**src/design/mspd_pkg.sv**
```systemverilog
// Package for the motor speed PID block: types, register indexes, sequencer states.
// No dependencies.
package mspd_pkg;

   localparam int unsigned CsrCount = 8;

   typedef enum logic [2:0] {
      CSR_GAIN_P     = 3'd0,
      CSR_GAIN_I     = 3'd1,
      CSR_GAIN_D     = 3'd2,
      CSR_GAIN_FF    = 3'd3,
      CSR_INT_BOUND  = 3'd4,
      CSR_STALL      = 3'd5,
      CSR_NOLOAD     = 3'd6,
      CSR_SPEED_LIM  = 3'd7
   } csr_index_type;

   typedef enum logic [0:0] {
      OP_COMPUTE = 1'b0,
      OP_CLEAR   = 1'b1
   } op_type;

   typedef enum logic [4:0] {
      ST_IDLE,
      ST_ERR,
      ST_PTERM,
      ST_FTERM,
      ST_DDIV_START,
      ST_DDIV_WAIT,
      ST_DTERM,
      ST_IMUL,
      ST_IACC,
      ST_ITERM,
      ST_SUM,
      ST_RDIV_START,
      ST_RDIV_WAIT,
      ST_CURVE,
      ST_CEIL_MUL,
      ST_CEIL,
      ST_OUT
   } state_type;

   // Divider command and status between the sequencer and the divider.
   typedef struct packed {
      logic        start;
      logic [63:0] dividend;
      logic [31:0] divisor;
   } div_cmd_type;

   typedef struct packed {
      logic        done;
      logic [63:0] quotient;
   } div_sts_type;

   // Saturate a 66-bit signed value to 32-bit signed.
   function automatic logic signed [31:0] sat32(input logic signed [65:0] v);
      logic signed [65:0] hi;
      logic signed [65:0] lo;
      hi = 66'sd2147483647;
      lo = -66'sd2147483648;
      if (v > hi) begin
         return 32'sh7fffffff;
      end else if (v < lo) begin
         return 32'sh80000000;
      end
      return v[31:0];
   endfunction

   // Truncating (toward zero) divide by 65536 of a signed 66-bit value.
   function automatic logic signed [65:0] qshift(input logic signed [65:0] v);
      logic signed [65:0] adj;
      adj = v[65] ? (v + 66'sd65535) : v;
      return adj >>> 16;
   endfunction

endpackage

```
**src/design/mspd_div.sv**
```systemverilog
// Radix-2 restoring divider, one quotient bit per cycle, unsigned 64 / 32.
// Depends on mspd_pkg.
module mspd_div
   import mspd_pkg::*;
(
   input  logic        clock,
   input  logic        reset,
   input  div_cmd_type cmd,
   output div_sts_type sts
);

   logic [63:0] quot_ff, quot_in;
   logic [32:0] rem_ff, rem_in;
   logic [31:0] dvs_ff, dvs_in;
   logic [6:0]  cnt_ff, cnt_in;
   logic        busy_ff, busy_in;
   logic        done_ff, done_in;
   logic [32:0] trial;

   // One shift and compare-subtract per cycle.
   always_comb begin
      quot_in = quot_ff;
      rem_in  = rem_ff;
      dvs_in  = dvs_ff;
      cnt_in  = cnt_ff;
      busy_in = busy_ff;
      done_in = 1'b0;
      trial   = {rem_ff[31:0], quot_ff[63]};
      if (cmd.start) begin
         quot_in = cmd.dividend;
         rem_in  = '0;
         dvs_in  = cmd.divisor;
         cnt_in  = 7'd64;
         busy_in = 1'b1;
      end else if (busy_ff) begin
         if (trial >= {1'b0, dvs_ff}) begin
            rem_in  = trial - {1'b0, dvs_ff};
            quot_in = {quot_ff[62:0], 1'b1};
         end else begin
            rem_in  = trial;
            quot_in = {quot_ff[62:0], 1'b0};
         end
         cnt_in = cnt_ff - 7'd1;
         if (cnt_ff == 7'd1) begin
            busy_in = 1'b0;
            done_in = 1'b1;
         end
      end
   end

   always_ff @(posedge clock) begin
      quot_ff <= quot_in;
      rem_ff  <= rem_in;
      dvs_ff  <= dvs_in;
      if (reset) begin
         cnt_ff  <= '0;
         busy_ff <= 1'b0;
         done_ff <= 1'b0;
      end else begin
         cnt_ff  <= cnt_in;
         busy_ff <= busy_in;
         done_ff <= done_in;
      end
   end

   assign sts.done     = done_ff;
   assign sts.quotient = quot_ff;

endmodule

```
**config.mk**
```make
export PLATFORM = sky130hd
export DESIGN_NAME = mspd_div
export DESIGN_NICKNAME = d
export VERILOG_FILES = /design/src/design/mspd_pkg.sv /design/src/design/mspd_div.sv
export SDC_FILE = /design/constraint.sdc
export NUM_CORES = 1
export LEC_CHECK = 0
export BUFFER_PORTS_ARGS = -buffer_cell sky130_fd_sc_hd__clkbuf_2
export CAP_MARGIN = 20
export CORE_MARGIN = 4
export CORE_UTILIZATION = 59
export DETAILED_ROUTE_END_ITERATION = 8
export GPL_TIMING_DRIVEN = 1
export PLACE_DENSITY_LB_ADDON = 0.05
export SLEW_MARGIN = 20
export SYNTH_ARGS = -nofsm -noshare
export SYNTH_HDL_FRONTEND = slang
export SYNTH_SLANG_ARGS = --single-unit
```
**constraint.sdc**
```tcl
create_clock -name clock -period 7.8 [get_ports clock]
set_input_delay 1.56 -clock clock [delete_from_list [all_inputs] [get_ports clock]]
set_output_delay 1.56 -clock clock [all_outputs]
set_load 0.01 [all_outputs]
```
==> results by group <==
Logic synthesis
  • Post-Syn Instances: 687
  • Yosys cell types: 56
  • Synth area leaders: edfxtp_1 (39%), dfxtp_1 (11%), mux2_2 (9.7%), ha_1 (5.7%), a21oi_1 (3.2%)
  • Synthesized area: 0.00744 mm^2
  • Post-synth top flop: edfxtp_1
  • Asr flop ratio synth: 0%
  • Cell taking the most area after synthesis: edfxtp_1
  • Post-synth EDFFs: 96
  • Yosys top cell area share: 38.7%
  • Syn nets: between 800 and 900
  • Most frequent cell after synthesis: edfxtp_1
  • Register area share after synthesis: 49.8%
  • Most frequent cells after synthesis: edfxtp_1 (96), mux2_2 (64), nor2_1 (53)
  • Register bit total from synthesis: 137
  • YS warnings: 0
  • Average size of a mapped cell: 10.8 um^2

STA
  • Clock skew: 0.00850 ns
  • Fmax: 300 MHz
  • Worst-margin pin slew: 0.983 ns
  • Headroom to the max-slew limit: 34.5%
  • Final hold violation count: 0
  • Setup violations, final: 0
  • RSZ-0062 raised after global routing: no
  • Fin crit share: a little over two fifths
  • Worst setup margin: approximately 4.5 ns
  • Min cycle time layout: 3.33 ns
  • Slew Viols, Final: 0
  • Final setup TNS: 0 ns

Clock network
  • TritonCTS clock tree: done
  • Postcts setup bufs: 0
  • CTS buffer count: 17
  • Clk Latency, worst-skew pair: 0.43 ns
  • Worst-path clk slew: 0.06 ns
  • Clock buffer depth: 2
  • # clock sinks: between 100 and 150
  • Root Buffer: clkbuf_16
  • Resize count post-CTS: 0
  • Htree depth: 4
  • Hold buffers post-CTS: 0

Worst setup path
  • CP delay by family, top: buffers and inverters
  • CP Launch Point: cmd[96]
  • Crit end category: flip-flop
  • Crit path cell chain: buf_4 > nor2_1 > inv_2 > buf_4
  • FF-to-FF path depth: 9
  • Startpoint types: primary input
  • Number of stages on the worst setup path: 4
  • Max FO, Critical Path: between 60 and 70
  • Critical path's largest stage delay: roughly 0.64 ns
  • Worst path bufs/invs: 3
  • Cell mode on critical path: buf_4
  • WP data required: 7.86 ns
  • Max stage delay cell, worst path: buf_4
  • R2R setup slack: about 4.6 ns
  • Crit path DAT: 3.39 ns
  • Reg2Reg Capture Point: rem_ff[27]$_SDFFE_PP0P_
  • Worst reg2reg startpoint: dvs_ff[23]$_DFFE_PP_
  • Crit path kind: primary input to flip-flop

Detailed routing
  • Antenna-violating nets left: 0
  • DRT Pass-1 Iters: 5
  • Final WL: 17.2 mm
  • Routed vias: 5792
  • Routed length per placed instance: about 17 um
  • Via density: 5.69
  • DRC Markers: 0
  • Iter 0 DRT Violations: 336

Placement
  • Dpl hpwl: between 10 and 15 mm
  • Placed Instance Area: between 0.008 and 0.009 mm^2
  • Final GP Congestion: 0.938
  • PortBufs: roughly 160
  • Pre-CTS setup slack: 4.00 ns

Pwr
  • Clock power share: 39.4%
  • Sw frac: between 20% and 30%
  • Leakage: 0.00376 uW
  • Peak VDD IR: 183 uV
  • Power density over cell area: 232 mW/mm^2
  • Reg power frac: a little over two fifths
  • Comb pwr share: 17.6%
  • P_sw: 563 uW
  • Int Power: 1500 uW
  • Power Total: 2060 uW

Run
  • Maximum Capacitance Violations: 0

Worst hold path
  • Hold WC Path Type: flip-flop to flip-flop
  • HP Start: cnt_ff[0]$_SDFFE_PP0P_
  • Hold Path Cell Cnt: 2
  • WHS Endpoint: cnt_ff[0]$_SDFFE_PP0P_

Die
  • # IOs: 164
  • Initial Utilization: 61.2%
  • Core area: about 0.012 mm^2
  • DIE WIDTH: 120 um
  • Die Y: 120 um
  • Row cnt: 40
  • Die ar.: 0.0145 mm^2

Cells and area
  • Area grow syn2layout: 19.6%
  • Filler instances: slightly below 900
  • Antenna diode count: 0
  • Ratio of cells with drive above 1 in the final layout: 32.4%
  • Final nets: a little under 1000
  • Finished Core Util: between 70% and 80%
  • Final Cell Area: 0.00890 mm^2

Global routing
  • Number of global-route vias before repair: 5837
  • Global-route wire length before repair: 28.7 mm
  • Largest net degree at the start of global routing: 66
  • Initial antenna violation count: 0
  • GRT Resource Usage Total: 25.0%
  • Gr ovfl total: 0

Run status
  • Status: completed
-- cells by family after synthesis --
group / after synthesis / synth area share, %
AND/OR/NAND/NOR: 165 / 10.6
AO/OA/AOI/OAI: 155 / 13.1
flip-flops: 137 / 49.8
buffers and inverters: 83 / 4.99
multiplexers: 80 / 11.8
adder cells (fa/ha/maj): 35 / 5.98
XOR/XNOR: 32 / 3.77
-- final cells by class --
class	instances	area, um^2	share of cell area, %
sequential	137	3700	41.6
tap	168	210	2.36
multi-input combinational	467	3370	37.8
clock inverter	12	110	1.24
timing repair buffer	166	841	9.44
inverter	48	180	2.02
clock buffer	20	489	5.50
-- flip-flops by register name, summed over array words and instances (netlist names) --
name,count
rem_ff,32
done_ff,1
busy_ff,1
dvs_ff,32
quot_ff,64
cnt_ff,7
-- tightest hold or removal path, stage by stage, from the launching register on --
cell and delay [ns]:
dfxtp_1 0.32, nand2_1 0.07, a21oi_1 0.06
-- power by group through the flow --
stage	clock, uW	combinational [uW]	sequential, uW
4_1_cts	824	361	889
3_3_place_gp	0	351	901
6_report	811	362	888
3_5_place_dp	0	358	901
5_1_grt	867	402	896
2_1_floorplan	0	233	912
-- cells in the final DEF, fill, tap and decap left out, drive strengths merged, types with 3 or more instances in the layout --
cell / netlist / final
a2111oi: 3 / 3
a211oi: 18 / 18
a21o: 8 / 8
a21oi: 48 / 48
a311oi: 6 / 6
a31oi: 3 / 3
and3: 3 / 3
buf: 17 / 4
clkbuf: 18 / 182
clkinv: 0 / 5
clkinvlp: 0 / 3
dfxtp: 41 / 41
edfxtp: 96 / 96
ha: 34 / 34
inv: 48 / 51
mux2: 64 / 64
mux2i: 16 / 16
nand2: 52 / 52
nand2b: 6 / 6
nand3: 8 / 8
nand4: 8 / 8
nor2: 54 / 54
nor2b: 4 / 4
nor3: 9 / 9
o211ai: 7 / 7
o21a: 4 / 4
o21ai: 39 / 39
o21bai: 5 / 5
o31ai: 5 / 5
or2: 4 / 4
or3: 6 / 6
xnor2: 19 / 19
xor2: 13 / 13
-- through the flow --
step           hold WS [ns]  cells
2_1_floorplan         0.453    687
3_3_place_gp          0.472    986
3_5_place_dp          0.483    986
4_1_cts               0.492   1018
5_1_grt               0.513   1018
6_report              0.491   1018
-- worst max path at each step --
| stage | to | slack, ns |
|---|---|---|
| 2_1_floorplan | quot_ff[0]$_DFFE_PP_ | 4.04 |
| 3_3_place_gp | quot_ff[53]$_DFFE_PP_ | 4.10 |
| 3_5_place_dp | quot_ff[53]$_DFFE_PP_ | 4.00 |
| 4_1_cts | quot_ff[43]$_DFFE_PP_ | 4.46 |
| 5_1_grt | quot_ff[50]$_DFFE_PP_ | 4.29 |
| 6_report | quot_ff[44]$_DFFE_PP_ | 4.47 |
-- routing by layer --
| layer | wire length, um | track usage (%) | up-vias |
|---|---|---|---|
| met5 | 0 | 0 | - |
| met2 | 8120 | 38.9 | 202 |
| met4 | 495 | 11.2 | 0 |
| met1 | 7320 | 31.4 | 2733 |
| li1 | - | - | 2819 |
| met3 | 1280 | 8.89 | 38 |
(Power assumes the default switching activity.)
