**config.mk**
```make
export PLATFORM = sky130hd
export DESIGN_NAME = mspd_csr_flat
export DESIGN_NICKNAME = d
export VERILOG_FILES = /design/src/design/mspd_pkg.sv /design/src/design/mspd_if.sv /design/src/design/mspd_csr.sv /design/src/flat_wrapper.sv
export SDC_FILE = /design/constraint.sdc
export NUM_CORES = 1
export LEC_CHECK = 0
export ABC_AREA = 1
export BUFFER_PORTS_ARGS = -buffer_cell sky130_fd_sc_hd__buf_2
export CAP_MARGIN = 5
export CELL_PAD_IN_SITES_DETAIL_PLACEMENT = 1
export CELL_PAD_IN_SITES_GLOBAL_PLACEMENT = 1
export CORE_MARGIN = 3
export CORE_UTILIZATION = 39
export CTS_BUF_LIST = sky130_fd_sc_hd__clkbuf_8 sky130_fd_sc_hd__clkbuf_16
export DETAILED_ROUTE_END_ITERATION = 16
export GPL_ROUTABILITY_DRIVEN = 0
export GPL_TIMING_DRIVEN = 0
export PLACE_DENSITY_LB_ADDON = 0.1
export SYNTH_ARGS = -nofsm -noshare
export SYNTH_HDL_FRONTEND = slang
export SYNTH_SLANG_ARGS = --single-unit
```
**constraint.sdc**
```tcl
create_clock -name clock -period 1.95 [get_ports clock]
set_clock_uncertainty 0.2 [all_clocks]
set_input_delay 0.0975 -clock clock [delete_from_list [all_inputs] [get_ports clock]]
set_output_delay 0.0975 -clock clock [all_outputs]
set_load 0.01 [all_outputs]
```
**src/design/mspd_pkg.sv**
```systemverilog
// Package for the motor speed PID block: types, register indexes, sequencer states.
// No dependencies.
package mspd_pkg;

   localparam int unsigned CsrCount = 8;

   typedef enum logic [2:0] {
      CSR_GAIN_P     = 3'd0,
      CSR_GAIN_I     = 3'd1,
      CSR_GAIN_D     = 3'd2,
      CSR_GAIN_FF    = 3'd3,
      CSR_INT_BOUND  = 3'd4,
      CSR_STALL      = 3'd5,
      CSR_NOLOAD     = 3'd6,
      CSR_SPEED_LIM  = 3'd7
   } csr_index_type;

   typedef enum logic [0:0] {
      OP_COMPUTE = 1'b0,
      OP_CLEAR   = 1'b1
   } op_type;

   typedef enum logic [4:0] {
      ST_IDLE,
      ST_ERR,
      ST_PTERM,
      ST_FTERM,
      ST_DDIV_START,
      ST_DDIV_WAIT,
      ST_DTERM,
      ST_IMUL,
      ST_IACC,
      ST_ITERM,
      ST_SUM,
      ST_RDIV_START,
      ST_RDIV_WAIT,
      ST_CURVE,
      ST_CEIL_MUL,
      ST_CEIL,
      ST_OUT
   } state_type;

   // Divider command and status between the sequencer and the divider.
   typedef struct packed {
      logic        start;
      logic [63:0] dividend;
      logic [31:0] divisor;
   } div_cmd_type;

   typedef struct packed {
      logic        done;
      logic [63:0] quotient;
   } div_sts_type;

   // Saturate a 66-bit signed value to 32-bit signed.
   function automatic logic signed [31:0] sat32(input logic signed [65:0] v);
      logic signed [65:0] hi;
      logic signed [65:0] lo;
      hi = 66'sd2147483647;
      lo = -66'sd2147483648;
      if (v > hi) begin
         return 32'sh7fffffff;
      end else if (v < lo) begin
         return 32'sh80000000;
      end
      return v[31:0];
   endfunction

   // Truncating (toward zero) divide by 65536 of a signed 66-bit value.
   function automatic logic signed [65:0] qshift(input logic signed [65:0] v);
      logic signed [65:0] adj;
      adj = v[65] ? (v + 66'sd65535) : v;
      return adj >>> 16;
   endfunction

endpackage

```
**src/design/mspd_if.sv**
```systemverilog


interface mspd_csr_if;
   logic        valid;
   logic        ready;
   logic [2:0]  index;
   logic [30:0] data;
   modport source (output valid, index, data, input ready);
   modport sink   (input valid, index, data, output ready);
endinterface

```
**src/design/mspd_csr.sv**
```systemverilog
// Configuration register file for the motor speed PID block.
// Depends on mspd_pkg and mspd_if.
module mspd_csr
   import mspd_pkg::*;
(
   input  logic        clock,
   input  logic        reset,
   mspd_csr_if.sink    csr,
   output logic [30:0] regs [CsrCount]
);

   logic [30:0] regs_ff [CsrCount];

   assign csr.ready = 1'b1;

   // Each beat writes one register; the 3-bit index covers all eight registers.
   always_ff @(posedge clock) begin
      if (reset) begin
         for (int i = 0; i < CsrCount; i++) begin
            regs_ff[i] <= '0;
         end
      end else if (csr.valid) begin
         regs_ff[csr.index] <= csr.data;
      end
   end

   assign regs = regs_ff;

endmodule

```
**src/flat_wrapper.sv**
```systemverilog
// flat-port wrapper written by rule: the top's interface ports become plain ports
module mspd_csr_flat import mspd_pkg::*;
  (clock, reset, regs, csr_valid, csr_index, csr_data, csr_ready);
  mspd_csr_if csr_i ();
  input  logic clock;
  input  logic reset;
  output logic [30:0] regs[CsrCount];
  input wire logic [$bits(csr_i.valid)-1:0] csr_valid;
  input wire logic [$bits(csr_i.index)-1:0] csr_index;
  input wire logic [$bits(csr_i.data)-1:0] csr_data;
  output wire logic [$bits(csr_i.ready)-1:0] csr_ready;
  assign csr_i.valid = csr_valid;
  assign csr_i.index = csr_index;
  assign csr_i.data = csr_data;
  assign csr_ready = csr_i.ready;
  mspd_csr u_core (.clock(clock), .reset(reset), .csr(csr_i), .regs(regs));
endmodule
```
==> results of run 1 <==
## through the flow
stage	area, um2	power (uW)	setup WS, ns
final	12780	11740	0.08535
after global routing	12780	12180	0.001422
after CTS	12760	11780	0.006145
after detailed placement	11480	6715	0.01504
after global placement	11480	6674	0.04444
after floorplan	9659	6170	0.8078
## synthesized netlist by cell type (all sizes together)
cell    instances  area (um2)
clkbuf         24       90.09
nor2          508        1932
nand2         285        1072
dfxtp         248        4965
inv            37       138.9
clkinv          1       3.750
conb            1       3.750
buf            75       367.9
nand3         217        1086
## layout make-up
cell class	instances	area share, %
flip-flops and latches	248	38.85
multi-input cells	1011	32.13
repair buffers	325	14.33
clock buffers	36	6.256
plain buffers	99	3.603
well taps	319	3.123
inverters	38	1.116
clock inverters	11	0.5678
diodes	1	0.01958
## cell families after synthesis
kind of cell	Yosys count	synth area share (%)
flops	248	51.40
other cells	1	0.03882
simple gates	1010	42.34
buf+inv	137	6.218
## metal layers
metal / global-route usage (%) / wire (um)
met2: 48.35 / 18300
met5: 0 / 0
met4: 9.765 / 1359
met1: 36.01 / 16400
met3: 6.569 / 2861
## path summary, 6_finish.rpt
path                                      start               end  slack, ns  cells past startpoint
worst max-delay path               csr_index[1]   u_core.regs[92]       0.09                      8
worst min-delay path                      reset  u_core.regs[228]       0.08                      5
worst max register to register  u_core.regs[37]   u_core.regs[37]       1.10                      2
worst min register to register  u_core.regs[85]   u_core.regs[85]       0.28                      2
## power by group through the flow
stage                     registers [uW]  clock network [uW]  logic (uW)
after floorplan                     5530                   0         644
after global placement              5450                   0        1220
after detailed placement            5460                   0        1260
after CTS                           5350                5110        1330
after global routing                5370                5340        1480
final                               5350                5060        1330
## worst max-delay path, stage by stage
cell,delay [ns]
buf_2,0.12
dlygate4sd3_1,0.62
inv_2,0.10
nand2_1,0.07
nor2_1,0.28
dlygate4sd3_1,0.67
nor2_1,0.06
nor2_1,0.10
## what timing repair did
action	in CTS	in global routing
hold buffers	41	0
gates resized for setup	0	4
hold endpoints to repair	245	0
setup endpoints to repair	0	46
==> impl_metrics.toml, run 1 <==
[cells_and_area]
syn_to_final_growth_pct = 32.31
largest_register_ff_count = 248
drive_gt1_share_pct = 22.40
final_cell_mix = "nor2_1, buf_2, nand2_1"
multiInputGateArea_mm2 = 0.004106
finalNonFillerCells = 2088
nets = 1787
fin_util_pct = 53.49
final_common_cell = "nor2_1"
seq_area_mm2 = 0.004965
fill_cells = 3196

[min_path]
min_path_type = "in -> reg"

[sta]
worstMarginPinSlew_ns = 0.7084
rsz0062_at_grt = "no"
slew_viol_final = 0
hold_viol = 0
min_period_ns = 1.865
maxSlewHeadroom_pct = 52.72
setup_viol = 0
clock.fmax_mhz = 536.3
tns_ns = 0
min_period_over_period_pct = 95.62
holdWs_ns = 0.07888

[floorplanning]
chipWidth_um = 163.4
die_h_um = 163.4
initial_core_util_pct = 40.43
core_area_mm2 = 0.02389
row_count = 56
die_area_mm2 = 0.02669
ios = 286

[worst_setup_path]
timing.critical_path.fanout_max = 4
cp.arrival_ns = 2.13
critical_path_required_ns = 2.21
criticalPathCategory = "in -> reg"
cp-start-kind = "input port"
critPathCaptureType = "flop"

[pwr]
switchingPower_uw = 3083
p_clk_share_pct = 43.1
pwr-share-comb_pct = 11.4
power.density_mw_per_mm2 = 918.9
vdd_drop_max_mv = 0.6118
p_int_uw = 8660
swShare_pct = 26.26
p_leak_uw = 0.006402
p_seq_share_pct = 45.6

[placed_design]
io_buffers = 284
dp_hpwl_um = 27610
placed_cells = 1999

[synth]
yosysUniqueCellTypes = 15
yosysSeqAreaShare_pct = 51.40
netlist_area_mm2 = 0.009659
synth_nets = 1433
ys_ff_latch = 248
synthCells = 1396
avgSynthCellArea_um2 = 6.919
yosysWarnings = 0

[route]
wl_per_cell_um = 18.64
wl_um = 38910
dr.pass1.iters = 5
drtIter0Drc = 607
via_per_inst = 4.968
via_count = 10374
drc = 0
ant_nets = 0

[grt]
overflow = 0
grt_antenna_before_repair = 1
grt_max_degree = 13
grt_first_pass_wirelength_um = 58920
track_usage_pct = 28.61
grt_pass1_vias = 10420

[clock_network]
htree_levels = 1
clk-insertion-delay-late_ns = 0.52
clockRootBuffer = "clkbuf_16"
cts_buffers = 27
post_cts_buffers = 0
clock_path_buffers = 3
clkSinkCount = 248
tritoncts = "built"
clkSlewWorstSetupHoldPaths_ns = 0.06

[run]
cap_violations = 0

[outcome]
outcome = "completed"
Power figures use the tool's default switching activity.
==> run 2, diff against run 1 <==
RECOVER_POWER = 100   (was unset)
SETUP_SLACK_MARGIN = 0.15   (was unset)
==> run 2 against run 1 <==
Effect of this change: the flow now finishes with violations (negative hold slack); count of clock-buffer cells in the layout unchanged; die area unchanged; worst setup slack improved by 0.045 ns; final area decreased by 2.2%; core utilization decreased by 1.2 points; sequential power about the same; non-clock buffer count increased by 7; routed wire length increased by 0.44%; critical endpoint is now u_core.regs[61]; largest power group unchanged; highest routed layer unchanged.
==> impl_metrics.toml, run 2 (synthesis results as in run 1) <==
[sta]
holdWs_ns = -0.02336
maxSlewHeadroom_pct = 52.35
hold_viol = 1
setup_slack_ns = 0.1306
slew_viol_final = 0
setup_viol = 0
tns_ns = 0
min_period_ns = 1.819
min_period_over_period_pct = 93.30
worstMarginPinSlew_ns = 0.7139
clock.fmax_mhz = 549.6
rsz0062_at_grt = "no"

[floorplanning]
ios = 286
die_h_um = 163.4
row_count = 56
initial_core_util_pct = 40.43
chipWidth_um = 163.4
core_area_mm2 = 0.02389
die_area_mm2 = 0.02669

[worst_setup_path]
crit_slowest_cell = "dlygate4sd3_1"
critical_path_required_ns = 2.21
slowest_delay_ns = 0.69
path_cells = "buf_2 > dlygate4sd3_1 > nand2_2 > nor2_2 > dlygate4sd3_1 > nor2_1 > nor2_1"
cp.arrival_ns = 2.08
criticalPathCategory = "in -> reg"
timing.critical_path.fanout_max = 4
worst-path-buf-inv = 3
cp_top_family = "buffers and inverters"
r2r_setup_slack_ns = 1.10
critPathCaptureType = "flop"
cp-start-kind = "input port"

[clock_network]
clk-insertion-delay-late_ns = 0.53
clkSinkCount = 248
htree_levels = 1
tritoncts = "built"
cts_buffers = 27
clkSlewWorstSetupHoldPaths_ns = 0.06
clock_path_buffers = 3
clockRootBuffer = "clkbuf_16"

[route]
ant_nets = 0
wirelength_met1_um = 16490
wl_met3_um = 2932
via_per_inst = 4.962
via_count = 10400
wl_per_cell_um = 18.65
drc = 0
wl_um = 39080
drtIter0Drc = 550
dr.pass1.iters = 4
wl_met2_um = 18440
top_layer = "met4"

[run]
cap_violations = 0

[placed_design]
io_buffers = 284
dp_hpwl_um = 27610
place_worst_setup_slack_ns = 0.01504
placed_cell_area_mm2 = 0.01148

[cells_and_area]
fill_cells = 3311
syn_to_final_growth_pct = 29.38
final_common_cell = "nor2_1"
design_area_mm2 = 0.01250
nets = 1794
largest_register_ff_count = 248
final_cell_mix = "nor2_1, clkbuf_1, nand2_1"
drive_gt1_share_pct = 7.493

[min_path]
min_path_type = "in -> reg"

[pwr]
vdd_drop_max_mv = 0.6141
pwr-share-comb_pct = 11.0
p_leak_uw = 0.005308
p_clk_share_pct = 43.2
swShare_pct = 26.36
switchingPower_uw = 3085
p_int_uw = 8616
p_seq_share_pct = 45.8
power.density_mw_per_mm2 = 936.3

[grt]
overflow = 0
grt_antenna_before_repair = 2
grt_first_pass_wirelength_um = 59040
grt_pass1_vias = 10429
grt_max_degree = 13
track_usage_pct = 28.64

[outcome]
violations = "negative hold slack"
outcome = "complete, but fails checks"
run 2: path summary, 6_finish.rpt:
kind	startpoint	endpoint	cells after the start
setup reg to reg	u_core.regs[37]	u_core.regs[37]	2
hold / removal	csr_index[1]	u_core.regs[216]	6
hold reg to reg	u_core.regs[85]	u_core.regs[85]	2
setup / recovery	csr_index[2]	u_core.regs[61]	7
run 2: power groups by stage:
stage	clock, uW	sequential, uW	combinational (uW)
6_report	5060	5350	1290
5_1_grt	5340	5370	1430
2_1_floorplan	0	5530	644
3_5_place_dp	0	5460	1260
4_1_cts	5110	5350	1340
3_3_place_gp	0	5450	1220
run 2: worst min-delay path, stage by stage:
cell and delay [ns]:
buf_2 0.14, inv_2 0.05, nand2_1 0.09, nor2_2 0.12
nor2_1 0.11, nor2_1 0.05
run 2: metal layers:
metal / vias to the layer above / global-route usage (%)
met5: - / 0
met4: 0 / 8.958
met3: 75 / 6.112
met2: 349 / 49.03
met1: 4937 / 36.15
li1: 5039 / -
run 2: what timing repair did:
action                     in CTS  in global routing
gates resized for setup         0                  3
buffers inserted                0                  2
hold buffers                   46                  0
hold endpoints to repair      245                  0
setup endpoints to repair       0                 17
run 2: metrics by stage:
stage	std cells	utilization (%)	hold WS (ns)	total power, uW
global placement	1999	48.05	0.2579	6674
finish	2096	52.30	-0.02336	11700
CTS	2092	53.62	0.01539	11790
floorplan	1396	-	0.1481	6170
global route	2096	52.30	0.01297	12140
detailed placement	1999	48.05	0.2679	6715
run 2: cell type report:
type,instances,area [um2],area share [%]
inverters,38,142.6,1.141
multi-input cells,1011,4091,32.74
well taps,319,399.1,3.194
clock inverters,11,72.57,0.5807
repair buffers,332,1583,12.67
flip-flops and latches,248,4965,39.73
diodes,2,5.005,0.04005
plain buffers,99,439.2,3.514
clock buffers,36,799.5,6.398
==> run 3, diff against run 2 <==
CELL_PAD_IN_SITES_DETAIL_PLACEMENT = unset   (was 1)
CELL_PAD_IN_SITES_GLOBAL_PLACEMENT = unset   (was 1)
CORE_UTILIZATION = 50   (was 39)
PLACE_DENSITY = 0.78   (was unset)
PLACE_DENSITY_LB_ADDON = unset   (was 0.1)
RECOVER_POWER = unset   (was 100)
==> run 3 against run 2 <==
Effect of this change: the run now ends clean; final area up 1.3%; critical path depth is 2 higher; critical path type unchanged; count of clock-buffer cells in the layout is 2 lower; core utilization rose by 15 points; worst setup slack better by 0.063 ns; final cell count fell by 3.6%.
==> impl_metrics.toml, run 3 (synthesis results as in run 1) <==
[pwr]
vdd_drop_max_mv = 0.7458
switchingPower_uw = 2908
p_seq_share_pct = 46.0
p_int_uw = 8701
swShare_pct = 25.05
pwr-share-comb_pct = 11.1
power.density_mw_per_mm2 = 917.3
p_clk_share_pct = 42.9
p_leak_uw = 0.006368

[worst_setup_path]
slowest_delay_ns = 0.56
r2r_setup_slack_ns = 1.12
criticalPathCategory = "in -> reg"
crit_path_frequent_cell = "buf_2"
timing.critical_path.fanout_max = 10
cp-startpoint = "csr_index[0]"
crit_slowest_cell = "dlygate4sd3_1"
critPathCaptureType = "flop"
path_cells = "dlygate4sd3_1 > buf_2 > nand2_2 > inv_1 > buf_2 > buf_2 > nand3_1 > nand2_1 > nor2_1"
cp.arrival_ns = 1.97
reg2reg_from = "u_core.regs[74]"
critical_path_required_ns = 2.16
cp-start-kind = "input port"

[route]
wl_um = 33300
via_per_inst = 5.069
ant_nets = 0
dr.pass1.iters = 6
drtIter0Drc = 780
via_count = 10245
wl_per_cell_um = 16.47
drc = 0

[cells_and_area]
largest_register_ff_count = 248
diodes = 0
nets = 1781
drive_gt1_share_pct = 22.43
final_cell_mix = "nor2_1, buf_2, nand2_1"
syn_to_final_growth_pct = 31.02
fill_cells = 1657
final_common_cell = "nor2_1"
fin_util_pct = 67.21

[grt]
grt_first_pass_wirelength_um = 50470
overflow = 0
grt_antenna_before_repair = 0
grt_max_degree = 14
grt_pass1_vias = 9331
track_usage_pct = 29.86

[floorplanning]
die_area_mm2 = 0.02102
die_h_um = 145.0
row_count = 50
initial_core_util_pct = 51.30
ios = 286
chipWidth_um = 145.0
core_area_mm2 = 0.01883

[sta]
min_period_ns = 1.757
min_period_over_period_pct = 90.09
hold_viol = 0
slew_viol_final = 0
holdWs_ns = 0.05287
setup_viol = 0
worstMarginPinSlew_ns = 0.6493
clock.fmax_mhz = 569.2
maxSlewHeadroom_pct = 56.71
setup_slack_ns = 0.1932
tns_ns = 0
rsz0062_at_grt = "yes"

[clock_network]
clock_path_buffers = 3
clk-insertion-delay-late_ns = 0.52
clkSlewWorstSetupHoldPaths_ns = 0.06
clkSinkCount = 248
clockRootBuffer = "clkbuf_16"
htree_levels = 1
cts_buffers = 26
post_cts_buffers = 0
tritoncts = "built"

[placed_design]
place_worst_setup_slack_ns = 0.1710
dp_hpwl_um = 23360
io_buffers = 284

[run]
cap_violations = 0

[min_path]
hp-start = "reset"
min_path_type = "in -> reg"

[outcome]
outcome = "completed"
[run 3: final cells by class]
| cell class | count | area, um2 | share of cell area [%] |
|---|---|---|---|
| Clock inverter | 11 | 100.1 | 0.7909 |
| Tap cell | 260 | 325.3 | 2.570 |
| Clock buffer | 34 | 772.0 | 6.100 |
| Multi-Input combinational cell | 1011 | 4109 | 32.47 |
| Timing Repair Buffer | 320 | 1782 | 14.08 |
| Buffer | 99 | 460.4 | 3.638 |
| Inverter | 38 | 142.6 | 1.127 |
| Sequential cell | 248 | 4965 | 39.23 |
[run 3: worst paths after layout]
check	cells past startpoint	to
max	9	u_core.regs[89]
min	5	u_core.regs[222]
max reg2reg	2	u_core.regs[74]
min reg2reg	2	u_core.regs[174]
[run 3: stage by stage]
| stage | std cells | cell area, um2 | total power (uW) |
|---|---|---|---|
| floorplan | 1396 | 9659 | 6170 |
| global placement | 1940 | 11410 | 6634 |
| detailed placement | 1940 | 11410 | 6657 |
| CTS | 2021 | 12640 | 11620 |
| global route | 2021 | 12660 | 12000 |
| finish | 2021 | 12660 | 11610 |
[run 3: routing by layer]
metal,vias up,GRT usage (%),wire length (um)
met5,-,0,0
met4,0,10.59,1053
met3,80,6.059,3057
met2,499,50.14,15570
met1,4654,38.41,13610
li1,5012,-,-
[run 3: critical path: cells and delay by family]
kind / cells / cell delay (ns)
buffers and inverters: 5 / 1.47
and+or+nand+nor: 4 / 0.39
[run 3: power by group through the flow]
stage	Combinational, uW	Sequential, uW	Clock (uW)
finish	1290	5340	4980
global route	1420	5360	5220
CTS	1270	5340	5010
detailed placement	1210	5450	0
global placement	1190	5450	0
floorplan	644	5530	0
[run 3: what timing repair did]
action                                  in CTS  in global routing
hold buffers                                36                  0
gates resized for setup                      0                  5
endpoints found under the setup margin       0                111
hold endpoints to repair                   247                  0
